--- src/sv/alpha_stamp_blender_top_assert.svh ---
// Assertion macros for the stamp blender top level.
// Expects signals clk and rst in the scope where the macros are used.
`ifndef ALPHA_STAMP_BLENDER_TOP_ASSERT_SVH
`define ALPHA_STAMP_BLENDER_TOP_ASSERT_SVH

// The consequent must hold in the same cycle as the antecedent.
`define ASB_ASSERT_IMP(lbl, ante, cons, msg) \
  lbl: assert property (@(posedge clk) disable iff (rst) (ante) |-> (cons)) \
    else $error(msg);

// The consequent must hold in the cycle after the antecedent.
`define ASB_ASSERT_NXT(lbl, ante, cons, msg) \
  lbl: assert property (@(posedge clk) disable iff (rst) (ante) |=> (cons)) \
    else $error(msg);

`endif

--- src/sv/asb_pkg.sv ---
// Shared types and constants for the alpha stamp blender.
// No dependencies; imported by the mixer, the top level and the testbench.
package asb_pkg;

  localparam int MAX_STAMP_W_DEF = 64;
  localparam int MAX_STAMP_H_DEF = 64;
  localparam int COORD_BITS_DEF  = 12;

  localparam int CFG_IDX_BITS  = 3;
  localparam int CFG_DATA_BITS = 13;

  localparam logic [CFG_IDX_BITS-1:0] REG_ENABLE   = 3'd0;
  localparam logic [CFG_IDX_BITS-1:0] REG_STAMP_W  = 3'd1;
  localparam logic [CFG_IDX_BITS-1:0] REG_STAMP_H  = 3'd2;
  localparam logic [CFG_IDX_BITS-1:0] REG_TOOL_X   = 3'd3;
  localparam logic [CFG_IDX_BITS-1:0] REG_TOOL_Y   = 3'd4;
  localparam logic [CFG_IDX_BITS-1:0] REG_CANVAS_W = 3'd5;
  localparam logic [CFG_IDX_BITS-1:0] REG_CANVAS_H = 3'd6;

  // Operation carried on func with each input transfer.
  typedef enum logic {
    OP_LOAD  = 1'b0,
    OP_BLEND = 1'b1
  } func_t;

  typedef struct packed {
    logic [7:0] red;
    logic [7:0] green;
    logic [7:0] blue;
    logic [7:0] alpha;
  } rgba_t;

  // Request handed from the address stage to the mixer.
  typedef struct packed {
    logic  hit;
    rgba_t pix;
  } blend_req_t;

  // Finished pixel leaving the mixer.
  typedef struct packed {
    logic  blended;
    rgba_t pix;
  } blend_res_t;

endpackage

--- src/sv/asb_mix.sv ---
// Blend stage: per-channel weighted sum, registered, then rounded divide by 255.
// Depends on asb_pkg.
module asb_mix (
  input  logic               clk,
  input  logic               rst,
  input  logic               req_vld,
  input  asb_pkg::blend_req_t req,
  input  asb_pkg::rgba_t     texel,
  output logic               res_vld,
  output asb_pkg::blend_res_t res
);
  import asb_pkg::*;

  function automatic logic [15:0] mix_sum(input logic [7:0] bg, input logic [7:0] st,
                                          input logic [7:0] a);
    logic [15:0] keep;
    logic [15:0] add;
    keep = 16'(bg) * 16'(8'd255 - a);
    add  = 16'(st) * 16'(a);
    return keep + add;
  endfunction

  // Rounded divide by 255 for sums up to 255*255; reciprocal by shift and add.
  function automatic logic [7:0] div255(input logic [15:0] sum);
    logic [15:0] y;
    logic [15:0] t;
    y = sum + 16'd127;
    t = y + {8'd0, y[15:8]} + 16'd1;
    return t[15:8];
  endfunction

  logic [7:0]  a;
  rgba_t       st;
  logic        s2_vld;
  logic        s2_hit;
  logic [7:0]  s2_alpha;
  logic [15:0] s2_red;
  logic [15:0] s2_green;
  logic [15:0] s2_blue;

  // A pixel outside the window mixes with zero weight, which returns it unchanged.
  assign a  = req.hit ? texel.alpha : 8'd0;
  assign st = req.hit ? texel : '0;

  always_ff @(posedge clk) begin
    if (rst) begin
      s2_vld <= 1'b0;
    end else begin
      s2_vld <= req_vld;
    end
  end

  always_ff @(posedge clk) begin
    s2_hit   <= req.hit;
    s2_alpha <= req.pix.alpha;
    s2_red   <= mix_sum(req.pix.red, st.red, a);
    s2_green <= mix_sum(req.pix.green, st.green, a);
    s2_blue  <= mix_sum(req.pix.blue, st.blue, a);
  end

  assign res_vld         = s2_vld;
  assign res.blended     = s2_hit;
  assign res.pix.red     = div255(s2_red);
  assign res.pix.green   = div255(s2_green);
  assign res.pix.blue    = div255(s2_blue);
  assign res.pix.alpha   = s2_alpha;

endmodule

--- config.mk ---
export PLATFORM = sky130hd
export DESIGN_NAME = asb_mix
export DESIGN_NICKNAME = d
export VERILOG_FILES = /design/src/sv/alpha_stamp_blender_top_assert.svh /design/src/sv/asb_pkg.sv /design/src/sv/asb_mix.sv
export SDC_FILE = /design/constraint.sdc
export NUM_CORES = 1
export LEC_CHECK = 0
export BUFFER_PORTS_ARGS = -buffer_cell sky130_fd_sc_hd__clkbuf_2
export CORE_ASPECT_RATIO = 1.75
export CORE_UTILIZATION = 40
export DETAILED_ROUTE_END_ITERATION = 8
export PLACE_DENSITY = 0.6
export SLEW_MARGIN = 25
export SYNTH_ARGS = -nofsm -noshare
export SYNTH_HDL_FRONTEND = slang
export SYNTH_SLANG_ARGS = --single-unit
export TNS_END_PERCENT = 100
--- constraint.sdc ---
create_clock -name clk -period 13.4 [get_ports clk]
set_input_delay 2.68 -clock clk [delete_from_list [all_inputs] [get_ports clk]]
set_output_delay 2.68 -clock clk [all_outputs]
set_load 0.02 [all_outputs]
# Yosys cells after proc, flatten, opt, wreduce, memory -nomap -nowiden
# Index checks and enable logic that the tools add are counted.
op_classes:
  n_addsub: 13
  n_mul: 6
  n_mux: 2
ops:
  columns: ["operator", "count"]
  rows:
  - ["$add A16 B1 Y16 const B", 3]
  - ["$add A16 B16 Y16", 3]
  - ["$add A16 B7 Y16 const B", 3]
  - ["$add A16 B8 Y16", 3]
  - ["$mul A8 B8 Y16", 3]
  - ["$mul A8 B16 Y16", 2]
  - ["$mux W32", 1]
  - ["$mul A9 B9 Y16", 1]
  - ["$sub A8 B8 Y9 const A", 1]
  - ["$mux W8", 1]
word_totals:
  register_bits: 58
  inputBits: 68

# Logic depth before layout (Yosys ltp)
depth:
  ltp_word: 4
  ltp_mapped: 24
  ltp_nobuf: 21

# Worst setup path before layout
# No wires, ideal clock.
synth_timing:
  path_type: "input port to flip-flop"
  start: "input port req[32] (netlist name)"
  end: "register s2_blue[15]"
  setup_ns: 0.072
  t_arrival_ns: 8.232
  slack_ns: 5.095
  path_stages: 23
  n_path_buf: 3
  path_cell_list: "clkbuf_1 clkbuf_1 nand2_1 clkbuf_1 and2_1 fa_1 inv_1 fa_1 fa_1 inv_1 fa_1 fa_1 inv_1 fa_1 inv_1 ha_1 a21o_1 a21o_1 a21oi_1 o21ai_1 a211o_1 a21oi_1 xnor2_1"
synth_via:
  elab_chain_len: 4
  word_cells_on_any_way: 6
  classes_between: "add/sub (2); mul (2); mux (2)"
synth_lines:
  columns: ["element", "line_no", "source"]
  rows:
  - ["start, declared", "asb_mix.sv:7", "input asb_pkg::blend_req_t req,"]
  - ["$mux W8", "asb_mix.sv:42", "assign a = req.hit ? texel.alpha : 8'd0;"]
  - ["$sub A8 B8 Y9", "asb_mix.sv:18", "keep = 16'(bg) * 16'(8'd255 - a);"]
  - ["$mul A9 B9 Y16", "asb_mix.sv:18", null]
  - ["$add A16 B16 Y16 *", "asb_mix.sv:20", "return keep + add;"]
  - ["end signal, assigned", "asb_mix.sv:58", "s2_blue <= mix_sum(req.pix.blue, st.blue, a);"]
  - ["end, declared", "asb_mix.sv:39", "logic [15:0] s2_blue;"]
# Mark *: on every way between the ends. The rest lies on a longest branch, timed or not.
# A chain may end at the register's enable or synchronous reset.

# Worst setup path in the final report
layout_timing:
  start: "input port req[32] (netlist name)"
  end: "register s2_green[14]"
layout_via:
  elab_chain_len: 4
  word_cells_on_any_way: 6
  classes_between: "add/sub (2); mul (2); mux (2)"
layout_lines:
  columns: ["element", "line_no", "source"]
  rows:
  - ["$mux W8", "asb_mix.sv:42", null]
  - ["$sub A8 B8 Y9", "asb_mix.sv:18", null]
  - ["$mul A8 B16 Y16", "asb_mix.sv:18", null]
  - ["$add A16 B16 Y16 *", "asb_mix.sv:20", null]
  - ["end signal, assigned", "asb_mix.sv:57", "s2_green <= mix_sum(req.pix.green, st.green, a);"]
  - ["end, declared", "asb_mix.sv:38", "logic [15:0] s2_green;"]
# Marks and branches as above.

==> results.md <==
* Gpl congestion at 0.857
* Max Cap Viol at 0
* P_leak at 9.56 nW
* Layout cells sized above 1 at 7.54%
* Final worst setup slack at 4.10 ns
* PortBufs at 101
* Setup CP Type: in -> reg
* Yosys top cell area share at 35.2%
* CTS buffer count at 9
* Row count at 97
* DR vias/cell at 5.13
* Compound-cell area share of the yosys netlist at 5.65%
* Netlist cell types at 65
* DRT antenna net count at 0
* Top post-synthesis cells by count: inv_1 (422), fa_1 (287), ha_1 (216), nand2_1 (196), and3_1 (138)
* WL/cell at 16.5 microns
* Fraction of synthesized area in multiplexers at 0.453%
* Count leader, synth: inv_1
* Largest net degree at the start of global routing at 73
* Synth area leaders: fa_1 (35%), ha_1 (17%), inv_1 (9.7%)
* Fill cells at 4,022
* Slew headroom at 32.6%
* Leading area contributor after synthesis: fa_1
* Die area at 41,600 sq um
* Post-placement cell count at 2,401
* Die width at 155 microns
* Vias in the first global route at 13,600
* Non-filler instance count after layout at 2,417
* Setup TNS Final at 0 ns
* Multi-input logic area at 13,300 sq um
* Crit end category: flip-flop
* DRC Markers at 0
* Worst path required time at 13.68 ns
* Initial Util at 40.7%
* Initial drt markers at 395
* Final min period at 9.30 ns
* CTS sink count at 58
* Worst Setup SP: req[32]
* EDFF count, synth at 0
* Area Overhead vs Synth at 7.60%
* Worst IR Drop VDD at 198 uV
* Yosys reg bits at 58
* Post-Route WL at 39,800 microns
* Peak Freq at 108 MHz
* Syn Inst Count at 1,856
* Slew at the pin closest to its max-slew limit at 1.01 ns
* Unrepaired setup endpoints after global routing: no
* Synthesized area at 16,300 sq um
* Fin. Hold Viols at 0
* Via Count at 12,400
* Die Span Y at 269 microns
* DP HPWL at 33,800 microns
* Startpoint Class: input pin
* Storage cell area at 1160 sq um
* Synth Flop Type: dfxtp_1
* Area of the core at 40,100 sq um
* Postcts setup bufs at 0
* Synth Area in Simple Gates at 18.4%
* Boundary Pins at 102
* Largest family of logic cells by synthesized area: adder cells
* DR pass1 iterations at 5
* Sequential area share after synthesis at 7.12%
* GRT Total Usage at 20.2%
* Resize count post-CTS at 0
* Hold_buf cts at 0
* Clock transition at the registers of the reported paths at 0.06 ns
* CTS tree: yes
* Fraction of synthesized cell area in xor and xnor cells at 5.26%
* Final period util at 69.4%
* Synth async-reset ratio at 0%
* GRT overflow at 0
* Status: finished clean
* Clock tree buffer depth at 2
* Clock H-tree levels at 3
* Class of the worst hold path: in -> reg
* Crit path DAT at 9.58 ns
* Crit path max fanout at 72
* First-pass GRT wire length at 66,000 microns
* Pre-CTS setup slack at 3.73 ns
* Synthesized-area fraction occupied by adder cells at 51.8%
* Avg Cell Area, Syn at 8.79 sq um
* Ant. Diodes at 0
* PD cells at 260 nW/um^2
* Ys Warns at 0
* Setup violators final at 0
* Slew Viols, Final at 0
* Root buf cell: clkbuf_16
* Initial antenna violation count at 0
* Nets@finish at 2,488
* Min-delay src: req[6]
[cell type report]
type,instances,area share (%)
multi-input cells,1315,75.9
inverters,422,9.03
flip-flops and latches,58,6.62
well taps,495,3.53
repair buffers,111,3.31
clock buffers,10,1.36
clock inverters,6,0.235
[path summary, 6_finish.rpt]
kind	end	slack, ns	depth (start not counted)
min	s2_alpha[6]	2.41	1
max	s2_green[14]	4.10	20
[layer usage]
layer  vias to the layer above  share of wire [%]  GRT usage, %
met5                         -                  0             0
met4                         0                3.5          9.33
met3                        82                3.0          2.51
met2                       231                 58          40.5
met1                      6204                 36          20.1
li1                       5882                  -             -
[sequential cells by signal, summed over array words and instances (netlist names)]
| signal | flops |
|---|---|
| s2_hit | 1 |
| s2_red | 16 |
| s2_alpha | 8 |
| s2_blue | 16 |
| res_vld | 1 |
| s2_green | 16 |
[per-stage QoR]
stage / instance area, sq um / power, mW / hold WS [ns] / util, %
floorplan: 16300 / 3.52 / 2.71 / -
global placement: 17300 / 4.27 / 2.78 / 43.1
detailed placement: 17300 / 4.34 / 2.78 / 43.1
CTS: 17500 / 4.61 / 2.39 / 43.8
global route: 17500 / 5.17 / 2.40 / 43.8
finish: 17500 / 4.56 / 2.41 / 43.8
[worst max-delay path: stages]
cell and delay, ns:
buf_2 0.27, buf_4 0.48, buf_4 0.53, nand2_1 0.74, nand2_1 0.31, fa_1 0.44, inv_1 0.08, fa_1 0.41
inv_1 0.08, fa_1 0.44, fa_1 0.57, fa_1 0.43, fa_1 0.49, inv_1 0.04, ha_1 0.31, nor2b_1 0.17
o41ai_1 0.39, o21ai_1 0.17, o41ai_1 0.35, xnor2_1 0.17
[report_power, final]
group	total, mW	internal (mW)	switching (mW)
Clock	0.229	0.130	0.0988
Sequential	0.387	0.306	0.0813
Combinational	3.95	1.73	2.22
[cells in the final DEF (no fill, tap or decap), types with 4 or more instances in the layout]
cell / instances
nor2_1: 47
ha_1: 216
nand3_1: 17
o21ai_0: 16
clkbuf_16: 9
and3_1: 138
a211oi_1: 6
nand2_1: 195
nor3_1: 18
and2_1: 104
inv_1: 422
mux2i_1: 4
nand2b_1: 6
xnor2_1: 60
o31ai_1: 4
buf_4: 10
dfxtp_1: 58
fa_1: 287
clkbuf_2: 100
nor4_1: 6
o211ai_1: 6
o21bai_1: 7
xor2_1: 38
or3_1: 4
o21ai_1: 8
a21oi_1: 31
nor2b_1: 5
o21a_1: 9
nand4_1: 10
nor3b_1: 4
a211o_1: 5
a21o_1: 14
[logic make-up after synthesis]
| logic type | after synthesis |
|---|---|
| simple gates | 573 |
| fa+ha+maj | 503 |
| buf+inv | 485 |
| compound gates | 131 |
| xor+xnor | 98 |
| flops | 58 |
| mux | 7 |
| other cells | 1 |
Power figures use the tool's default switching activity.
